`src/rtl/ttg_pkg.sv`:
```
// Package for the triangle tangent generator: constants, operation and status
// codes, the vertex and command structs and the back-end state type.
// No dependencies.
package ttg_pkg;

   localparam int MAX_VERTICES = 1024;
   localparam int VADDR_W      = $clog2(MAX_VERTICES);
   localparam int COUNT_W      = 11;
   localparam int IDX_W        = 12;
   localparam int NUM_COMPONENTS = 6;

   // Arithmetic widths: edges Q16.16 on 33 bits, UV deltas Q4.12 on 17 bits,
   // determinant 34 bits, products 50 bits, numerators 51 bits.
   localparam int E_W    = 33;
   localparam int D_W    = 17;
   localparam int DET_W  = 34;
   localparam int PROD_W = 50;
   localparam int NUM_W  = 51;
   localparam int QUO_W  = 33;

   localparam logic [1:0] OP_LOAD     = 2'd0;
   localparam logic [1:0] OP_TRIANGLE = 2'd1;
   localparam logic [1:0] OP_READ     = 2'd2;

   localparam logic [1:0] STATUS_OK       = 2'd0;
   localparam logic [1:0] STATUS_RANGE    = 2'd1;
   localparam logic [1:0] STATUS_ZERO_DET = 2'd2;

   typedef enum logic [1:0] {
      CMD_LOAD,
      CMD_READ,
      CMD_TRIANGLE,
      CMD_REPLY
   } cmd_kind_type;

   typedef logic [VADDR_W-1:0] vaddr_type;

   typedef struct packed {
      logic signed [31:0] pos_x;
      logic signed [31:0] pos_y;
      logic signed [31:0] pos_z;
      logic signed [15:0] tex_u;
      logic signed [15:0] tex_v;
   } vertex_type;

   typedef struct packed {
      cmd_kind_type kind;
      logic [1:0]   status;
      vaddr_type    addr_a;
      vaddr_type    addr_b;
      vaddr_type    addr_c;
      vertex_type   vertex;
   } cmd_type;

   // Index 0..2 tangent x/y/z, 3..5 bitangent x/y/z.
   typedef logic [NUM_COMPONENTS-1:0][31:0] vec_type;

   typedef enum logic [4:0] {
      ST_IDLE,
      ST_FETCH_A,
      ST_FETCH_B,
      ST_FETCH_C,
      ST_FETCH_END,
      ST_DELTA,
      ST_DET_MUL,
      ST_DET_SUB,
      ST_NUM_MUL,
      ST_NUM_SUB,
      ST_DIV_START,
      ST_DIV_WAIT,
      ST_WRITE_A,
      ST_WRITE_B,
      ST_WRITE_C,
      ST_READ_WAIT,
      ST_RESULT
   } back_state_type;

endpackage

```
`src/rtl/ttg_queue.sv`:
```
// Two-entry command queue between the front end and the back end.
// Depends on ttg_pkg.
module ttg_queue
   import ttg_pkg::*;
(
   input  logic    clock,
   input  logic    reset,
   input  logic    push,
   input  cmd_type push_data,
   output logic    full,
   input  logic    pop,
   output logic    empty,
   output cmd_type head
);

   cmd_type    entry_ff [2];
   logic       wr_ptr_ff, wr_ptr_in;
   logic       rd_ptr_ff, rd_ptr_in;
   logic [1:0] count_ff, count_in;

   assign full  = (count_ff == 2'd2);
   assign empty = (count_ff == 2'd0);
   assign head  = entry_ff[rd_ptr_ff];

   always_comb begin
      wr_ptr_in = wr_ptr_ff;
      rd_ptr_in = rd_ptr_ff;
      count_in  = count_ff;
      if (push) begin
         wr_ptr_in = ~wr_ptr_ff;
      end
      if (pop) begin
         rd_ptr_in = ~rd_ptr_ff;
      end
      if (push && !pop) begin
         count_in = count_ff + 2'd1;
      end else if (pop && !push) begin
         count_in = count_ff - 2'd1;
      end
   end

   always_ff @(posedge clock) begin
      if (reset) begin
         wr_ptr_ff <= 1'b0;
         rd_ptr_ff <= 1'b0;
         count_ff  <= 2'd0;
      end else begin
         wr_ptr_ff <= wr_ptr_in;
         rd_ptr_ff <= rd_ptr_in;
         count_ff  <= count_in;
      end
   end

   always_ff @(posedge clock) begin
      if (push) begin
         entry_ff[wr_ptr_ff] <= push_data;
      end
   end

endmodule

```
`config.mk`:
```
export PLATFORM = sky130hd
export DESIGN_NAME = ttg_queue
export DESIGN_NICKNAME = d
export VERILOG_FILES = /design/src/rtl/ttg_pkg.sv /design/src/rtl/ttg_queue.sv
export SDC_FILE = /design/constraint.sdc
export NUM_CORES = 1
export LEC_CHECK = 0
export BUFFER_PORTS_ARGS = -buffer_cell sky130_fd_sc_hd__buf_2
export CORE_ASPECT_RATIO = 0.7
export CORE_MARGIN = 1.5
export CORE_UTILIZATION = 30
export DETAILED_ROUTE_END_ITERATION = 10
export REMOVE_ABC_BUFFERS = 1
export SYNTH_ARGS = -nofsm -noshare
export SYNTH_HDL_FRONTEND = slang
export SYNTH_SLANG_ARGS = --single-unit
```
`constraint.sdc`:
```
create_clock -name clock -period 8.6 [get_ports clock]
set_input_delay 1.29 -clock clock [delete_from_list [all_inputs] [get_ports clock]]
set_output_delay 1.29 -clock clock [all_outputs]
set_load 0.05 [all_outputs]
```
# Yosys cells after proc, flatten, opt, wreduce, memory -nomap -nowiden

Memories as Yosys holds them, arrays and structs flattened. A register that Yosys moved wholly into a read port is not among the register bits.
Index checks and enable logic that the tools add are counted.

Add/sub/neg operators: 2
Equality and inequality tests: 1
Multiplexer cells: 6
Bitwise gates (word level): 2
Reduce and logical (&&, ||, !) cells: 6

Operators with widths:

| kind                | number |
|---|---|
| $mux 1              | 4 |
| $mux 2              | 2 |
| $add 2x1->2 const B | 1 |
| $eq 2x2->1 const B  | 1 |
| $logic_and 1x1->1   | 2 |
| $logic_not 1->1     | 2 |
| $logic_not 2->1     | 1 |
| $not 1->1           | 2 |
| $reduce_bool 2->1   | 1 |
| $sub 2x1->2 const B | 1 |

Flip-flop bits (word level): 4
Bits in writable memories: 324
Bits of input ports: 166
Output and inout port bits: 164
Word-level logic and storage cells: 21
Memories kept: 1

Memories:

| memory   | words | bits a word | read ports | clocked after memory_dff | wr ports | line            | text |
|---|---|---|---|---|---|---|---|
| entry_ff | 2     | 162         | 1          | 1                        | 1        | ttg_queue.sv:16 | `cmd_type entry_ff [2];` |

# Logic depth before layout (Yosys ltp)

Depth after elaboration: 4
Depth in mapped cells: 5
Depth with buffers taken out: 5

# Worst setup path before layout

Ideal clock, no wire load.

Path kind: input to register
Start point: in push
End point: mem entry_ff[0][0] (netlist name) (enable)
Library setup time: 705 ps
Arrival time: 8290 ps
Required time: 7895 ps
Slack: -396 ps
Stages on the path: 1
Path buffers: 0
Cells stage by stage: nor2b_1

Cells in the longest elaborated chain, start to end: 2

RTL lines:

| what                         | line            | text |
|---|---|---|
| start, declared              | ttg_queue.sv:8  | `input logic push,` |
| $mux 1                       | ttg_queue.sv:55 | `if (push) begin` |
| $mux 1 (not written as such) | ttg_queue.sv:56 | `entry_ff[wr_ptr_ff] <= push_data;` |
| end, declared                | ttg_queue.sv:16 |  |

Every way passes these cells.

==> metrics.yaml <==
worst_setup_path:
  worst_path_class_setup: "reg -> out"
  path_max_fanout: 68
  worstPathCellList: "buf_4, mux2_2, buf_2"
  worst_path_largest_cell_delay_ns: 1.02
  critPathSlowestCell: "dfxtp_4"
  start_kind: "register"
  crit_arrival_ns: 3.11
  critical_path_required_ns: 7.31
  cp-end-kind: "output pin"
power_and_ir_drop:
  power.density_cell_area_mw_per_mm2: 255.2
  static-leakage-power_nw: 5.884
  vdd_drop_max_mv: 0.1247
synthesis:
  netlist_instances: 526
  ys_async_sr_fraction: 0
  postSynth.topFlopCell: "edfxtp_1"
  edff_count_synth: 324
  post_synth_top_cells: "324 x edfxtp_1, 82 x mux2_2, 80 x mux2_4"
  syn-cell-area_mm2: 0.01221
  synthMostInstantiatedCell: "edfxtp_1"
  yosys_reg_bits: 329
  synth_area_per_cell_um2: 23.22
  yosysTopAreaCell: "edfxtp_1"
  synth_sequential_area_ratio: 0.8049
  yosysUniqueCellTypes: 16
  yosysTopAreaCellShare: 0.7967
  synth.area.top_cells: "edfxtp_1 80%, mux2_4 9.8%, mux2_2 7.6%, buf_6 0.92%, dfxtp_1 0.82%"
  yosysWarnings: 0
clock_network:
  cts.htree.levels: 2
  root_buffer: "clkbuf_16"
  post_cts.resized_instances: 0
  tritoncts: "built"
  cts.hold.buffers_added: 0
  clock-sinks: 329
  number_of_buffers_on_the_longest_clock_path: 3
  total_cts_buffers: 34
  post-cts-setup-buffer-count: 0
  clock_insertion_delay_worst_skew_ns: 0.50
  path_clk_slew_ns: 0.06
placed_design:
  portBuffers: 329
  final_gp_congestion: 0.7003
  placed_cells: 1377
  pre_cts_slack_ns: 4.638
  detailedPlacementHpwl_um: 15730
timing:
  final_period_minus_worst_setup_slack_ns: 4.402
  setup_repair_after_global_routing_missed_its_margin: "false"
  final_clock_skew_ns: 0.01021
  post-route-period-util: 0.5118
  worst_pin_slew_ns: 1.016
  fin_ws_ns: 4.198
  relative_max_transition_margin: 0.3229
  finalMaxSlewViolations: 0
  final_setup_vio_count: 0
  hold_violation_count_in_the_final_report: 0
  fmaxAchievable_ghz: 0.2272
layout:
  share_of_final_layout_standard_cells_stronger_than_drive_strength_1: 0.6047
  nNetsFinal: 1045
  final_cell_count_no_fill: 1439
  area_growth_syn_to_layout_pct: 26.98
die:
  die-width_um: 244.1
  starting_density: 0.3059
  num_io_pins: 330
  floorplan.die_area_mm2: 0.04194
  die_height_um: 171.8
  number_of_placement_rows: 61
  design.core.area_mm2: 0.03992
job:
  maxCapViolCount: 0
detailed_routing:
  firstDrtPassIters: 4
  drc: 0
  route.antenna.remaining_nets: 0
  via_count: 6045
  dr.first_iter.drc_count: 212
  wl_um: 24160
  post_drt_via_cell_ratio: 4.201
  route.detailed.wl_per_inst_um: 16.79
outcome:
  run_status: "finished, final reports clean"
global_routing:
  globalRouteOverflowTotal: 0
  grt_max_degree: 163
  global_route_wire_length_before_repair_um: 34880
  gr-usage-all-layers: 0.1085
  grt_antenna_before_repair: 1
  first_global_vias: 6110
worst_hold_path:
  worst_hold_path_type: "reg -> reg"
[where the power goes]
group | total, W | switching, W | internal (W)
registers | 0.00191 | 0.0000347 | 0.00187
logic | 0.000659 | 0.000460 | 0.000199
clock network | 0.00139 | 0.000576 | 0.000813
total | 0.00396 | 0.00107 | 0.00289
[layer usage]
layer | global-route usage | part of all wire | vias to the layer above
met5 | 0 | 0 | -
met4 | 0.04160 | 0.028 | 0
met3 | 0.03620 | 0.075 | 46
met2 | 0.1771 | 0.49 | 201
met1 | 0.1336 | 0.41 | 2990
li1 | - | - | 2808
[cell usage in the layout, fill, tap and decap left out, types with 2 or more instances in the layout]
| cell type | instances |
|---|---|
| buf_2 | 329 |
| edfxtp_1 | 324 |
| mux2_2 | 82 |
| mux2_4 | 80 |
| clkbuf_16 | 37 |
| clkbuf_1 | 7 |
| clkinv_1 | 7 |
| nor2_1 | 5 |
| clkinv_2 | 5 |
| dfxtp_1 | 4 |
| buf_4 | 4 |
| clkinvlp_4 | 3 |
| xnor2_1 | 2 |
| xor2_1 | 2 |
[state kept, by name (all words and copies together), names as in the netlist, named ones only]
register and flops:
entry_ff 324, count_ff 2, rd_ptr_ff 1, wr_ptr_ff 1
[through the flow]
stage | hold slack, ns | setup TNS [ns] | instance area [um^2] | utilization | power [W]
floorplan | 0.4608 | -64.14 | 12060 | - | 0.002478
global placement | 0.4790 | 0 | 14440 | 0.3617 | 0.002605
detailed placement | 0.4963 | 0 | 14440 | 0.3617 | 0.002613
CTS | 0.5047 | 0 | 15500 | 0.3884 | 0.004025
global route | 0.5528 | 0 | 15510 | 0.3885 | 0.004111
finish | 0.5028 | 0 | 15510 | 0.3885 | 0.003957
[path summary, 6_finish.rpt]
check | from | to | slack, ns | depth (start not counted)
max | register | head[22] | 4.20 | 3
min | count_ff[1]$_SDFFE_PP0P_ | count_ff[1]$_SDFFE_PP0P_ | 0.50 | 2
max reg2reg | wr_ptr_ff$_SDFFE_PP0P_ | entry_ff[1][113]$_DFFE_PP_ | 6.31 | 2
min reg2reg | count_ff[1]$_SDFFE_PP0P_ | count_ff[1]$_SDFFE_PP0P_ | 0.50 | 2
[kinds of logic after synthesis]
logic type | share of synthesized area
buf+inv | 0.01281
mux | 0.1740
fa+ha+maj | 0.001024
simple gates | 0.003587
flops | 0.8049
xor+xnor | 0.002869
compound gates | 0.0008189
[cell type report]
class	instances	area (um^2)
fill	3689	24410
inverter	1	3.754
sequential	329	9833
multi-input combinational	178	2236
clock buffer	44	952.2
clock inverter	17	112.6
tap	535	669.4
antenna	1	2.502
timing repair buffer	334	1697
[critical path, delay by kind of cell, from the launching register on]
family	cells	cell delay, ns
muxes	1	0.42
DFF	1	1.02
buffers and inverters	2	1.10
No activity file was read; power rests on OpenSTA's default activity.
