--- src/rtl/ttg_pkg.sv ---
// Package for the triangle tangent generator: constants, operation and status
// codes, the vertex and command structs and the back-end state type.
// No dependencies.
package ttg_pkg;

   localparam int MAX_VERTICES = 1024;
   localparam int VADDR_W      = $clog2(MAX_VERTICES);
   localparam int COUNT_W      = 11;
   localparam int IDX_W        = 12;
   localparam int NUM_COMPONENTS = 6;

   // Arithmetic widths: edges Q16.16 on 33 bits, UV deltas Q4.12 on 17 bits,
   // determinant 34 bits, products 50 bits, numerators 51 bits.
   localparam int E_W    = 33;
   localparam int D_W    = 17;
   localparam int DET_W  = 34;
   localparam int PROD_W = 50;
   localparam int NUM_W  = 51;
   localparam int QUO_W  = 33;

   localparam logic [1:0] OP_LOAD     = 2'd0;
   localparam logic [1:0] OP_TRIANGLE = 2'd1;
   localparam logic [1:0] OP_READ     = 2'd2;

   localparam logic [1:0] STATUS_OK       = 2'd0;
   localparam logic [1:0] STATUS_RANGE    = 2'd1;
   localparam logic [1:0] STATUS_ZERO_DET = 2'd2;

   typedef enum logic [1:0] {
      CMD_LOAD,
      CMD_READ,
      CMD_TRIANGLE,
      CMD_REPLY
   } cmd_kind_type;

   typedef logic [VADDR_W-1:0] vaddr_type;

   typedef struct packed {
      logic signed [31:0] pos_x;
      logic signed [31:0] pos_y;
      logic signed [31:0] pos_z;
      logic signed [15:0] tex_u;
      logic signed [15:0] tex_v;
   } vertex_type;

   typedef struct packed {
      cmd_kind_type kind;
      logic [1:0]   status;
      vaddr_type    addr_a;
      vaddr_type    addr_b;
      vaddr_type    addr_c;
      vertex_type   vertex;
   } cmd_type;

   // Index 0..2 tangent x/y/z, 3..5 bitangent x/y/z.
   typedef logic [NUM_COMPONENTS-1:0][31:0] vec_type;

   typedef enum logic [4:0] {
      ST_IDLE,
      ST_FETCH_A,
      ST_FETCH_B,
      ST_FETCH_C,
      ST_FETCH_END,
      ST_DELTA,
      ST_DET_MUL,
      ST_DET_SUB,
      ST_NUM_MUL,
      ST_NUM_SUB,
      ST_DIV_START,
      ST_DIV_WAIT,
      ST_WRITE_A,
      ST_WRITE_B,
      ST_WRITE_C,
      ST_READ_WAIT,
      ST_RESULT
   } back_state_type;

endpackage

--- src/rtl/ttg_front.sv ---
// Front end: holds the vertex count register, range-checks and classifies
// each request and pushes a command into the queue. Depends on ttg_pkg.
module ttg_front
   import ttg_pkg::*;
(
   input  logic                       clock,
   input  logic                       reset,
   input  logic                       req_valid,
   output logic                       req_ready,
   input  logic [1:0]                 req_operation,
   input  logic [IDX_W-1:0]           req_first_index,
   input  logic [IDX_W-1:0]           req_second_index,
   input  logic [IDX_W-1:0]           req_third_index,
   input  logic signed [31:0]         req_pos_x,
   input  logic signed [31:0]         req_pos_y,
   input  logic signed [31:0]         req_pos_z,
   input  logic signed [15:0]         req_tex_u,
   input  logic signed [15:0]         req_tex_v,
   input  logic                       csr_write_en,
   input  logic [COUNT_W-1:0]         csr_write_data,
   input  logic                       q_full,
   output logic                       q_push,
   output cmd_type                    q_data
);

   logic [COUNT_W-1:0] vertex_count_ff, vertex_count_in;
   logic               ok_a, ok_b, ok_c;

   function automatic logic in_range(input logic [IDX_W-1:0] idx,
                                     input logic [COUNT_W-1:0] cnt);
      logic [IDX_W:0] wide;
      wide = {1'b0, idx};
      return (wide < (IDX_W+1)'(cnt)) && (wide < (IDX_W+1)'(MAX_VERTICES));
   endfunction

   assign vertex_count_in = csr_write_en ? csr_write_data : vertex_count_ff;

   always_ff @(posedge clock) begin
      if (reset) begin
         vertex_count_ff <= '0;
      end else begin
         vertex_count_ff <= vertex_count_in;
      end
   end

   assign ok_a = in_range(req_first_index, vertex_count_ff);
   assign ok_b = in_range(req_second_index, vertex_count_ff);
   assign ok_c = in_range(req_third_index, vertex_count_ff);

   assign req_ready = !q_full;
   assign q_push    = req_valid && !q_full;

   always_comb begin
      q_data               = '0;
      q_data.addr_a        = req_first_index[VADDR_W-1:0];
      q_data.addr_b        = req_second_index[VADDR_W-1:0];
      q_data.addr_c        = req_third_index[VADDR_W-1:0];
      q_data.vertex.pos_x  = req_pos_x;
      q_data.vertex.pos_y  = req_pos_y;
      q_data.vertex.pos_z  = req_pos_z;
      q_data.vertex.tex_u  = req_tex_u;
      q_data.vertex.tex_v  = req_tex_v;
      q_data.status        = STATUS_OK;
      q_data.kind          = CMD_REPLY;
      unique case (req_operation)
         OP_LOAD: begin
            q_data.kind   = ok_a ? CMD_LOAD : CMD_REPLY;
            q_data.status = ok_a ? STATUS_OK : STATUS_RANGE;
         end
         OP_READ: begin
            q_data.kind   = ok_a ? CMD_READ : CMD_REPLY;
            q_data.status = ok_a ? STATUS_OK : STATUS_RANGE;
         end
         OP_TRIANGLE: begin
            q_data.kind   = (ok_a && ok_b && ok_c) ? CMD_TRIANGLE : CMD_REPLY;
            q_data.status = (ok_a && ok_b && ok_c) ? STATUS_OK : STATUS_RANGE;
         end
         default: begin
            q_data.kind   = CMD_REPLY;
            q_data.status = STATUS_OK;
         end
      endcase
   end

endmodule

--- config.mk ---
export PLATFORM = sky130hd
export DESIGN_NAME = ttg_front
export DESIGN_NICKNAME = d
export VERILOG_FILES = /design/src/rtl/ttg_pkg.sv /design/src/rtl/ttg_front.sv
export SDC_FILE = /design/constraint.sdc
export NUM_CORES = 1
export LEC_CHECK = 0
export ABC_AREA = 1
export BUFFER_PORTS_ARGS = -buffer_cell sky130_fd_sc_hd__buf_2
export CAP_MARGIN = 5
export CORE_AREA = 2 2 135 137
export DETAILED_ROUTE_END_ITERATION = 10
export DIE_AREA = 0 0 137 139
export HOLD_SLACK_MARGIN = 0.06
export MAX_ROUTING_LAYER = met4
export SLEW_MARGIN = 15
export SYNTH_ARGS = -nofsm -noshare
export SYNTH_HDL_FRONTEND = slang
export SYNTH_SLANG_ARGS = --single-unit
--- constraint.sdc ---
create_clock -name clock -period 3.3 [get_ports clock]
set_input_delay 0.165 -clock clock [delete_from_list [all_inputs] [get_ports clock]]
set_output_delay 0.165 -clock clock [all_outputs]
set_load 0.02 [all_outputs]
Yosys cells after proc, flatten, opt, wreduce, memory -nomap -nowiden
Cells that the tools add are included.

Bits in registers: 11. Bits in latches: 0. Bits in writable memories: 0. Memory bits (read-only): 0. Input bits: 182. Output and inout bits: 164. Word-level logic and storage cells: 23. Memories kept: 0.

$add $sub $neg: 0. Multiply operators: 0. Div/mod/pow operators: 0. Magnitude comparators: 6. Equality and inequality tests: 2. Shift-type cells: 0. Mux-type cells: 6. Bitwise logic cells: 0. Reductions and logical operators: 8.

Operators with widths (number): less-than comparator 12 x 11 -> 1 bit (3); less-than comparator 12 x 11 -> 1 bit (second input constant) (3); one-hot mux 4 bit (3 select lines) (1); logical AND 1 bit (6); 2-to-1 mux 2 bit (2); 2-to-1 mux 1 bit (3); equality test 2 x 1 -> 1 bit (second input constant) (1); equality test 2 bit (second input constant) (1); logical NOT 2 bit (1); logical NOT 1 bit (1).

Logic depth before layout (Yosys ltp)
Gate-level depths: netlist (run 1).

Depth after elaboration: 6. Gate-level depth with buffers: 12. Depth with buffers taken out: 12.

Worst setup path after synthesis (run 1)
Ideal clock, no wire load.

Path kind: register to output. From: register vertex_count_ff[7]. To: output port q_data[158] (netlist name). Data arrival time: 1.355 ns. Required time: 3.135 ns. Setup slack: 1.780 ns. Stages on the path, launching flop included: 10. Buffers on the path: 0. Cells stage by stage: dfxtp_1 > inv_1 > ha_1 > nand2_1 > o21bai_1 > a21oi_2 > nor2_1 > nand2_1 > nand2_2 > a21oi_2.

RTL lines: start, declared (line ttg_front.sv:26) `logic [COUNT_W-1:0] vertex_count_ff, vertex_count_in;`; start signal, assigned (line ttg_front.sv:42) `vertex_count_ff <= vertex_count_in;`; end, declared (line ttg_front.sv:23) `output cmd_type q_data`.

==> results of run 1 <==
path summary, 6_finish.rpt:
kind / endpoint / from / cells past startpoint
setup / recovery: q_data[158] / vertex_count_ff[10]$_SDFFE_PP0P_ / 13
setup reg to reg: vertex_count_ff[0]$_SDFFE_PP0P_ / vertex_count_ff[0]$_SDFFE_PP0P_ / 2
hold / removal: vertex_count_ff[2]$_SDFFE_PP0P_ / csr_write_data[2] / 3
hold reg to reg: vertex_count_ff[0]$_SDFFE_PP0P_ / vertex_count_ff[0]$_SDFFE_PP0P_ / 2
power by group through the flow:
stage	Combinational [mW]	Sequential [mW]	Clock [mW]
6_report	0.223	0.145	0.227
5_1_grt	0.260	0.146	0.248
4_1_cts	0.231	0.145	0.238
3_5_place_dp	0.230	0.148	0
3_3_place_gp	0.227	0.147	0
2_1_floorplan	0.390	0.147	0
layer usage:
layer	track usage, %	wire length [microns]	vias up	part of all wire (%)
met4	6.08	669	0	9.1
met1	6.25	2270	655	31
li1	-	-	765	-
met2	13.0	3430	141	47
met5	-	0	-	0
met3	3.95	989	78	13
cells by family (layout without fill, tap and decap cells):
kind of cell / after synthesis / after routing / synth area share (%)
compound gates: 27 / 27 / 7.44
fa+ha+maj: 30 / 30 / 15.5
buf+inv: 196 / 126 / 55.1
flops: 11 / 11 / 9.09
other cells: 1 / 2 / 0.155
simple gates: 72 / 72 / 12.8
per-stage QoR:
step | instance area, sq um | setup WS (ns) | hold slack [ns]
floorplan | 2420 | 1.78 | 0.243
global placement | 1940 | 1.38 | 0.330
detailed placement | 1940 | 1.38 | 0.330
CTS | 2020 | 1.12 | 0.200
global route | 2020 | 0.993 | 0.207
finish | 2020 | 1.16 | 0.204
worst max-delay path: stages, from the launching register on:
cell	delay (ns)
dfxtp_1	0.30
inv_1	0.09
ha_1	0.30
inv_2	0.04
nor2_2	0.08
nand3_1	0.08
nor2_1	0.23
nand2_1	0.09
nand2_1	0.06
inv_1	0.05
nand2_1	0.09
nand2_2	0.07
a21oi_2	0.10
buf_2	0.16
Yosys cell counts:
cell	n	share of area (%)
buf_4	159	49
nand2_1	37	5.7
ha_1	30	15
inv_1	30	4.6
nor2_1	21	3.3
a211oi_1	11	3.4
dfxtp_1	11	9.1
a21oi_1	8	1.7
nand3_1	6	1.2
inv_2	4	0.62
a21oi_2	3	1.1
o21ai_0	3	0.62
clkbuf_1	2	0.31
nor3_1	2	0.41
buf_2	1	0.21
conb_1	1	0.15
nand2_2	1	0.26
nand3b_1	1	0.31
nand4_1	1	0.26
nand4_2	1	0.52
nor2_2	1	0.26
nor4_2	1	0.52
o21ai_2	1	0.36
o21bai_1	1	0.31
cell type report:
type                            count  area share [%]
Clock buffer                        4            3.89
Multi-Input combinational cell    130            42.9
Timing Repair Buffer               88            21.8
Sequential cell                    11            10.9
Inverter                           34            6.30
Tap cell                          229            14.2
Antenna cell                        1           0.124
==> metrics.yaml, run 1 <==
final_layout:
  syn2layout_area_growth_pct: -16.4
  multi_input_area_sq_um: 868
  seq_area_sq_um: 220
  fillers: 2067
  top_regs: "vertex_count_ff (11)"
  final_common_cell: "buf_2"
  fin_util_pct: 11.5
  regMostFlops: "vertex_count_ff"
  nNetsFinal: 480
  largest_reg_flops: 11
  drive_above_1_share_pct: 38.6
  layout_common_cells: "buf_2 (88), nand2_1 (37), inv_1 (30), ha_1 (30), nor2_1 (21)"
  final-instance-count-excl-fill: 497
setup_path:
  critPathMaxFanout: 4
  worstPathRequired_ns: 3.13
  startpoint_type: "register"
  cp.arrival_ns: 1.97
  worstSetupPathType: "reg -> out"
  crit_path_end_kind: "primary output"
  ff2ff_setup_slack_ns: 2.58
power:
  design_power_total_uw: 595
  switching_share_pct: 33.9
  powerDensity_nw_per_um2: 294
  clkPwrFrac_pct: 38.1
  power_leakage_nw: 1.02
  p_int_uw: 394
  ir_worst_vdd_mv: 0.195
  p_comb_share_pct: 37.5
  p_sw_uw: 202
  p_seq_share_pct: 24.4
route:
  remaining_drc_errors: 0
  drt_wl_total_microns: 7360
  vias_per_cell: 3.30
  firstDrtPassIters: 2
  ant_nets: 0
  drt-initial-drc-count: 42
  vias: 1639
  wl_per_cell_microns: 14.8
worst_hold_path:
  hp-class: "in -> reg"
logic_synthesis:
  seq_area_frac_synth_pct: 9.09
  ys_warn_count: 0
  synthDistinctLibCells: 24
  synth_area_per_cell_sq_um: 7.19
  netlist_area_sq_um: 2420
  synth-seq-cells: 11
  synth_nets: 549
  syn_inst: 337
sta:
  fmax_mhz: 468
  drv_slew: 0
  worstMarginPinSlew_ns: 0.671
  fin_crit_sh_pct: 64.7
  period_needed_ns: 2.14
  slew_headroom_pct: 55.2
  finalSetupTns_ns: 0
  rsz0062_at_grt: "no"
  hold_violations: 0
  setup_viol: 0
  fin_skew_ns: 0
placed_design:
  gp_congestion: 0.714
  io_buffers: 88
  dpl.hpwl_microns: 6570
  dp.cells: 492
floorplan:
  io_pins: 346
  dieArea_sq_um: 19000
  die_w_microns: 137
  die_h_microns: 139
  start_util_pct: 13.7
  coreArea_sq_um: 17700
  rows: 49
clocking:
  clk_pin_slew_worst_paths_ns: 0.05
  clockBufferDepth: 2
  htreeDepth: 1
  cts_setup_buffers: 0
  clkSinkCount: 11
  clk_root_buffer_cell: "clkbuf_16"
  cts_buffers: 3
  cts_resized: 0
  insertion_delay_ns: 0.24
  cts_hold_buffers: 0
  cts_tree: "built"
global_routing:
  grt_max_degree: 23
  grt_pass1_wl_microns: 10000
  overflow: 0
  track_usage_pct: 7.72
  antenna_found_initial: 1
  grt_pass1_vias: 1680
job:
  cap_violations: 0
status:
  outcome: "completed"
Note: power is estimated with default switching activity, not from simulation.
==> run 2, diff against run 1 <==
CORE_AREA = 2 2 136 138   (was 2 2 135 137)
DIE_AREA = 0 0 138 140   (was 0 0 137 139)
clock period = 1.85 ns   (was 3.3 ns; I/O delays follow)
==> metrics.yaml, run 2 (synthesis results as in run 1) <==
status:
  outcome: "finished, violations left"
  violations: "negative setup slack"
sta:
  drv_slew: 0
  hold_violations: 0
  rsz0062_at_grt: "yes"
  fin_skew_ns: 0
  setup_viol: 2
  finalSetupTns_ns: -0.0907
  period_needed_ns: 1.91
  timing.hold.ws_ns: 0.128
  fin_ws_ns: -0.0619
  fmax_mhz: 523
  fin_crit_sh_pct: 103
final_layout:
  fin_util_pct: 12.9
  syn2layout_area_growth_pct: -5.27
  layout_common_cells: "buf_2 (86), nand2_1 (32), inv_1 (22)"
  nNetsFinal: 484
  final_common_cell: "buf_2"
  final-instance-count-excl-fill: 501
  top_regs: "vertex_count_ff (11)"
  fin_area_sq_um: 2290
  drive_above_1_share_pct: 53.5
  regMostFlops: "vertex_count_ff"
  largest_reg_flops: 11
power:
  clkPwrFrac_pct: 35.7
  power_leakage_nw: 1.06
  switching_share_pct: 35.6
  ir_worst_vdd_mv: 0.263
  p_comb_share_pct: 41.8
  design_power_total_mw: 1.17
  p_sw_uw: 416
  p_int_uw: 751
  p_seq_share_pct: 22.5
  powerDensity_nw_per_um2: 509
floorplan:
  die_h_microns: 140
  dieArea_sq_um: 19300
  rows: 49
  coreArea_sq_um: 17800
  start_util_pct: 13.6
  die_w_microns: 138
  io_pins: 346
setup_path:
  crit_path_end_kind: "primary output"
  critPathMaxFanout: 4
  ff2ff_setup_slack_ns: 0.94
  r2r_end: "vertex_count_ff[7]$_SDFFE_PP0P_"
  rr_startpoint: "vertex_count_ff[7]$_SDFFE_PP0P_"
  startpoint_type: "register"
  critPathLaunch: "vertex_count_ff[6]$_SDFFE_PP0P_"
  worstPathRequired_ns: 1.76
  reg2reg_depth: 4
  worstPathCellList: "inv_2 -> ha_4 -> nand2_2 -> inv_2 -> nand3_2 -> nor2_4 -> nand2_1 -> nand2_1 -> inv_2 -> nand2_2 -> nand2_2 -> a21oi_2 -> buf_6"
  cp-endpoint: "q_data[158]"
  slowest_stage: "dfxtp_1"
  max_stage_delay_ns: 0.32
  cp.arrival_ns: 1.82
  worstSetupPathType: "reg -> out"
clocking:
  clockBufferDepth: 2
  clk_pin_slew_worst_paths_ns: 0.05
  cts_hold_buffers: 0
  htreeDepth: 1
  cts_buffers: 3
  clkSinkCount: 11
  insertion_delay_ns: 0.24
  cts_tree: "built"
  clk_root_buffer_cell: "clkbuf_16"
route:
  remaining_drc_errors: 0
  drt-initial-drc-count: 26
  vias_per_cell: 3.31
  firstDrtPassIters: 4
  wl_per_cell_microns: 15.0
  drt_wl_total_microns: 7520
  vias: 1659
  ant_nets: 0
placed_design:
  dp.cells: 493
  dpl.hpwl_microns: 6380
  io_buffers: 88
  gp_congestion: 0.685
  place_ws_ns: -0.0118
  placed_area_sq_um: 1950
global_routing:
  grt_pass1_wl_microns: 10400
  antenna_found_initial: 1
  overflow: 0
  track_usage_pct: 7.76
  grt_max_degree: 23
  grt_pass1_vias: 1678
worst_hold_path:
  hp-class: "in -> reg"
job:
  cap_violations: 0
[run 2: how the worst min path moves through the flow]
stage / from / to / slack (ns) / cells past startpoint
global placement: req_pos_x[9] / q_data[105] / 0.19 / 0
global route: csr_write_data[5] / vertex_count_ff[5]$_SDFFE_PP0P_ / 0.13 / 3
floorplan: reset / vertex_count_ff[9]$_SDFFE_PP0P_ / 0.17 / 1
detailed placement: req_pos_x[9] / q_data[105] / 0.19 / 0
CTS: csr_write_data[2] / vertex_count_ff[2]$_SDFFE_PP0P_ / 0.12 / 3
finish: csr_write_data[2] / vertex_count_ff[2]$_SDFFE_PP0P_ / 0.13 / 3
[run 2: worst max-delay path, delay by kind of cell (launching register included)]
family,cells,cell delay (ns)
adder cells (fa/ha/maj),1,0.27
flip-flops,1,0.32
AND/OR/NAND/NOR,7,0.55
buffers and inverters,4,0.31
AO/OA/AOI/OAI,1,0.15
[run 2: layout make-up]
| class | count | area, sq um |
|---|---|---|
| sequential | 11 | 224 |
| antenna | 1 | 2.50 |
| tap | 229 | 287 |
| clock buffer | 4 | 78.8 |
| timing repair buffer | 92 | 479 |
| multi-input combinational | 130 | 1090 |
| fill | 2069 | 15500 |
| inverter | 34 | 133 |
[run 2: per-layer routing]
layer | routed length, microns | share of wire (%) | track usage [%]
met2 | 3330 | 44 | 12.0
met3 | 965 | 13 | 3.76
met4 | 607 | 8.1 | 6.34
met1 | 2620 | 35 | 7.36
met5 | 0 | 0 | -
[run 2: timing repair]
item / 4_1_cts / 5_1_grt
gates cloned: 0 / 0
buffers inserted: 1 / 2
setup endpoints to repair: 3 / 3
pin swaps: 5 / 11
gates resized for setup: 31 / 20
[run 2: power by group through the flow]
| stage | Clock [mW] | Combinational, mW | Sequential, mW |
|---|---|---|---|
| after CTS | 0.434 | 0.463 | 0.260 |
| after floorplan | 0 | 0.696 | 0.263 |
| final | 0.417 | 0.488 | 0.263 |
| after global routing | 0.452 | 0.557 | 0.265 |
| after global placement | 0 | 0.406 | 0.263 |
| after detailed placement | 0 | 0.410 | 0.263 |
==> run 3, diff against run 2 <==
CELL_PAD_IN_SITES_DETAIL_PLACEMENT = 1   (was not set)
CELL_PAD_IN_SITES_GLOBAL_PLACEMENT = 1   (was not set)
CORE_AREA = 2 2 134 136   (was 2 2 136 138)
DIE_AREA = 0 0 136 138   (was 0 0 138 140)
PLACE_DENSITY_LB_ADDON = 0.1   (was not set)
TNS_END_PERCENT = 50   (was not set)
==> metrics.yaml, run 3 (synthesis results as in run 1) <==
status:
  outcome: "finished, violations left"
  violations: "negative setup slack"
global_routing:
  antenna_found_initial: 0
  track_usage_pct: 6.97
  grt_pass1_vias: 1763
  grt_max_degree: 23
  grt_pass1_wl_microns: 9540
  overflow: 0
sta:
  timing.hold.ws_ns: 0.134
  rsz0062_at_grt: "yes"
  fin_crit_sh_pct: 102
  fmax_mhz: 530
  fin_ws_ns: -0.0356
  hold_violations: 0
  drv_slew: 0
  finalSetupTns_ns: -0.0690
  fin_skew_ns: 0
  period_needed_ns: 1.89
  setup_viol: 3
setup_path:
  reg2reg_depth: 3
  max_stage_delay_ns: 0.34
  worstSetupPathType: "reg -> out"
  slowest_stage: "dfxtp_2"
  r2r_end: "vertex_count_ff[10]$_SDFFE_PP0P_"
  critPathMaxFanout: 4
  ff2ff_setup_slack_ns: 1.05
  rr_startpoint: "vertex_count_ff[10]$_SDFFE_PP0P_"
  cp.arrival_ns: 1.79
  crit_path_end_kind: "primary output"
  worstPathRequired_ns: 1.76
  worstPathCellList: "inv_4 -> ha_4 -> inv_2 -> nor2_4 -> nand3_2 -> nor2_4 -> nand2_2 -> nand2_1 -> inv_1 -> nand2_1 -> nand2_2 -> a21oi_2 -> buf_4"
  startpoint_type: "register"
route:
  drt-initial-drc-count: 20
  vias_per_cell: 3.25
  remaining_drc_errors: 0
  firstDrtPassIters: 4
  ant_nets: 0
  wl_per_cell_microns: 12.7
  drt_wl_total_microns: 6340
  vias: 1625
clocking:
  cts_hold_buffers: 0
  clk_root_buffer_cell: "clkbuf_16"
  clkSinkCount: 11
  htreeDepth: 1
  insertion_delay_ns: 0.24
  clockBufferDepth: 2
  cts_tree: "built"
  clk_pin_slew_worst_paths_ns: 0.05
  cts_buffers: 3
worst_hold_path:
  worstHoldPathCells: 3
  whs_endpoint: "vertex_count_ff[10]$_SDFFE_PP0P_"
  hold_start: "csr_write_data[10]"
  hp-class: "in -> reg"
power:
  ir_worst_vdd_mv: 0.153
  power_leakage_nw: 1.06
  powerDensity_nw_per_um2: 518
final_layout:
  layout_common_cells: "buf_2 (86), nand2_1 (31), inv_1 (24)"
  final_common_cell: "buf_2"
  fillers: 2145
  nNetsFinal: 484
  seq_area_sq_um: 225
  drive_above_1_share_pct: 50.6
  final-instance-count-excl-fill: 500
  regMostFlops: "vertex_count_ff"
  multi_input_area_sq_um: 1040
  top_regs: "vertex_count_ff (11)"
  syn2layout_area_growth_pct: -7.23
  fin_util_pct: 12.8
  n_antenna_cell: 0
  largest_reg_flops: 11
floorplan:
  start_util_pct: 13.8
  rows: 49
  io_pins: 346
  die_h_microns: 138
  dieArea_sq_um: 18800
  die_w_microns: 136
  coreArea_sq_um: 17500
placed_design:
  dpl.hpwl_microns: 5310
  io_buffers: 88
  gp_congestion: 0.654
  dp.cells: 493
job:
  cap_violations: 0
-- run 3: what timing repair did --
item | 4_1_cts | 5_1_grt
gates cloned | 0 | 0
setup buffers | 2 | 1
pin swaps | 10 | 5
endpoints found under the setup margin | 3 | 3
gates resized for setup | 35 | 8
-- run 3: critical path: cells and delay by family, from the launching register on --
family | cells | cell delay [ns]
buf+inv | 4 | 0.28
simple gates | 7 | 0.55
compound gates | 1 | 0.13
fa+ha+maj | 1 | 0.26
flops | 1 | 0.34
-- run 3: through the flow --
step	total power, mW	worst slack [ns]	instance area, sq um
finish	1.16	-0.0356	2250
global route	1.28	-0.205	2250
floorplan	0.959	0.402	2420
global placement	0.695	0.0494	1950
detailed placement	0.694	0.0771	1950
CTS	1.21	-0.0818	2220
-- run 3: area by class of cell --
cell class	instances	area share, %
inverters	34	6.01
repair buffers	92	21.3
multi-input cells	130	46.4
flip-flops and latches	11	10.0
well taps	229	12.8
clock buffers	4	3.51
-- run 3: worst max-delay path by stage --
stage	startpoint	endpoint	slack, ns	depth (start not counted)
after detailed placement	vertex_count_ff[10]$_SDFFE_PP0P_	q_data[158]	0.08	13
after global placement	vertex_count_ff[10]$_SDFFE_PP0P_	q_data[158]	0.05	13
after CTS	vertex_count_ff[10]$_SDFFE_PP0P_	q_data[158]	-0.08	13
after global routing	vertex_count_ff[10]$_SDFFE_PP0P_	q_data[158]	-0.21	13
after floorplan	vertex_count_ff[7]$_SDFFE_PP0P_	q_data[158]	0.40	9
final	vertex_count_ff[10]$_SDFFE_PP0P_	q_data[158]	-0.04	13
-- run 3: layer usage --
layer	vias to the layer above	share of wire, %	global-route usage (%)
met3	38	8.4	1.87
met1	730	42	7.93
li1	772	-	-
met5	-	0	-
met4	0	3.8	3.95
met2	85	46	10.9
-- run 3: where the power goes --
part	internal, mW	leakage (nW)	switching, mW
clock network	0.291	0.0382	0.125
logic	0.198	0.930	0.287
registers	0.256	0.0927	0.00793
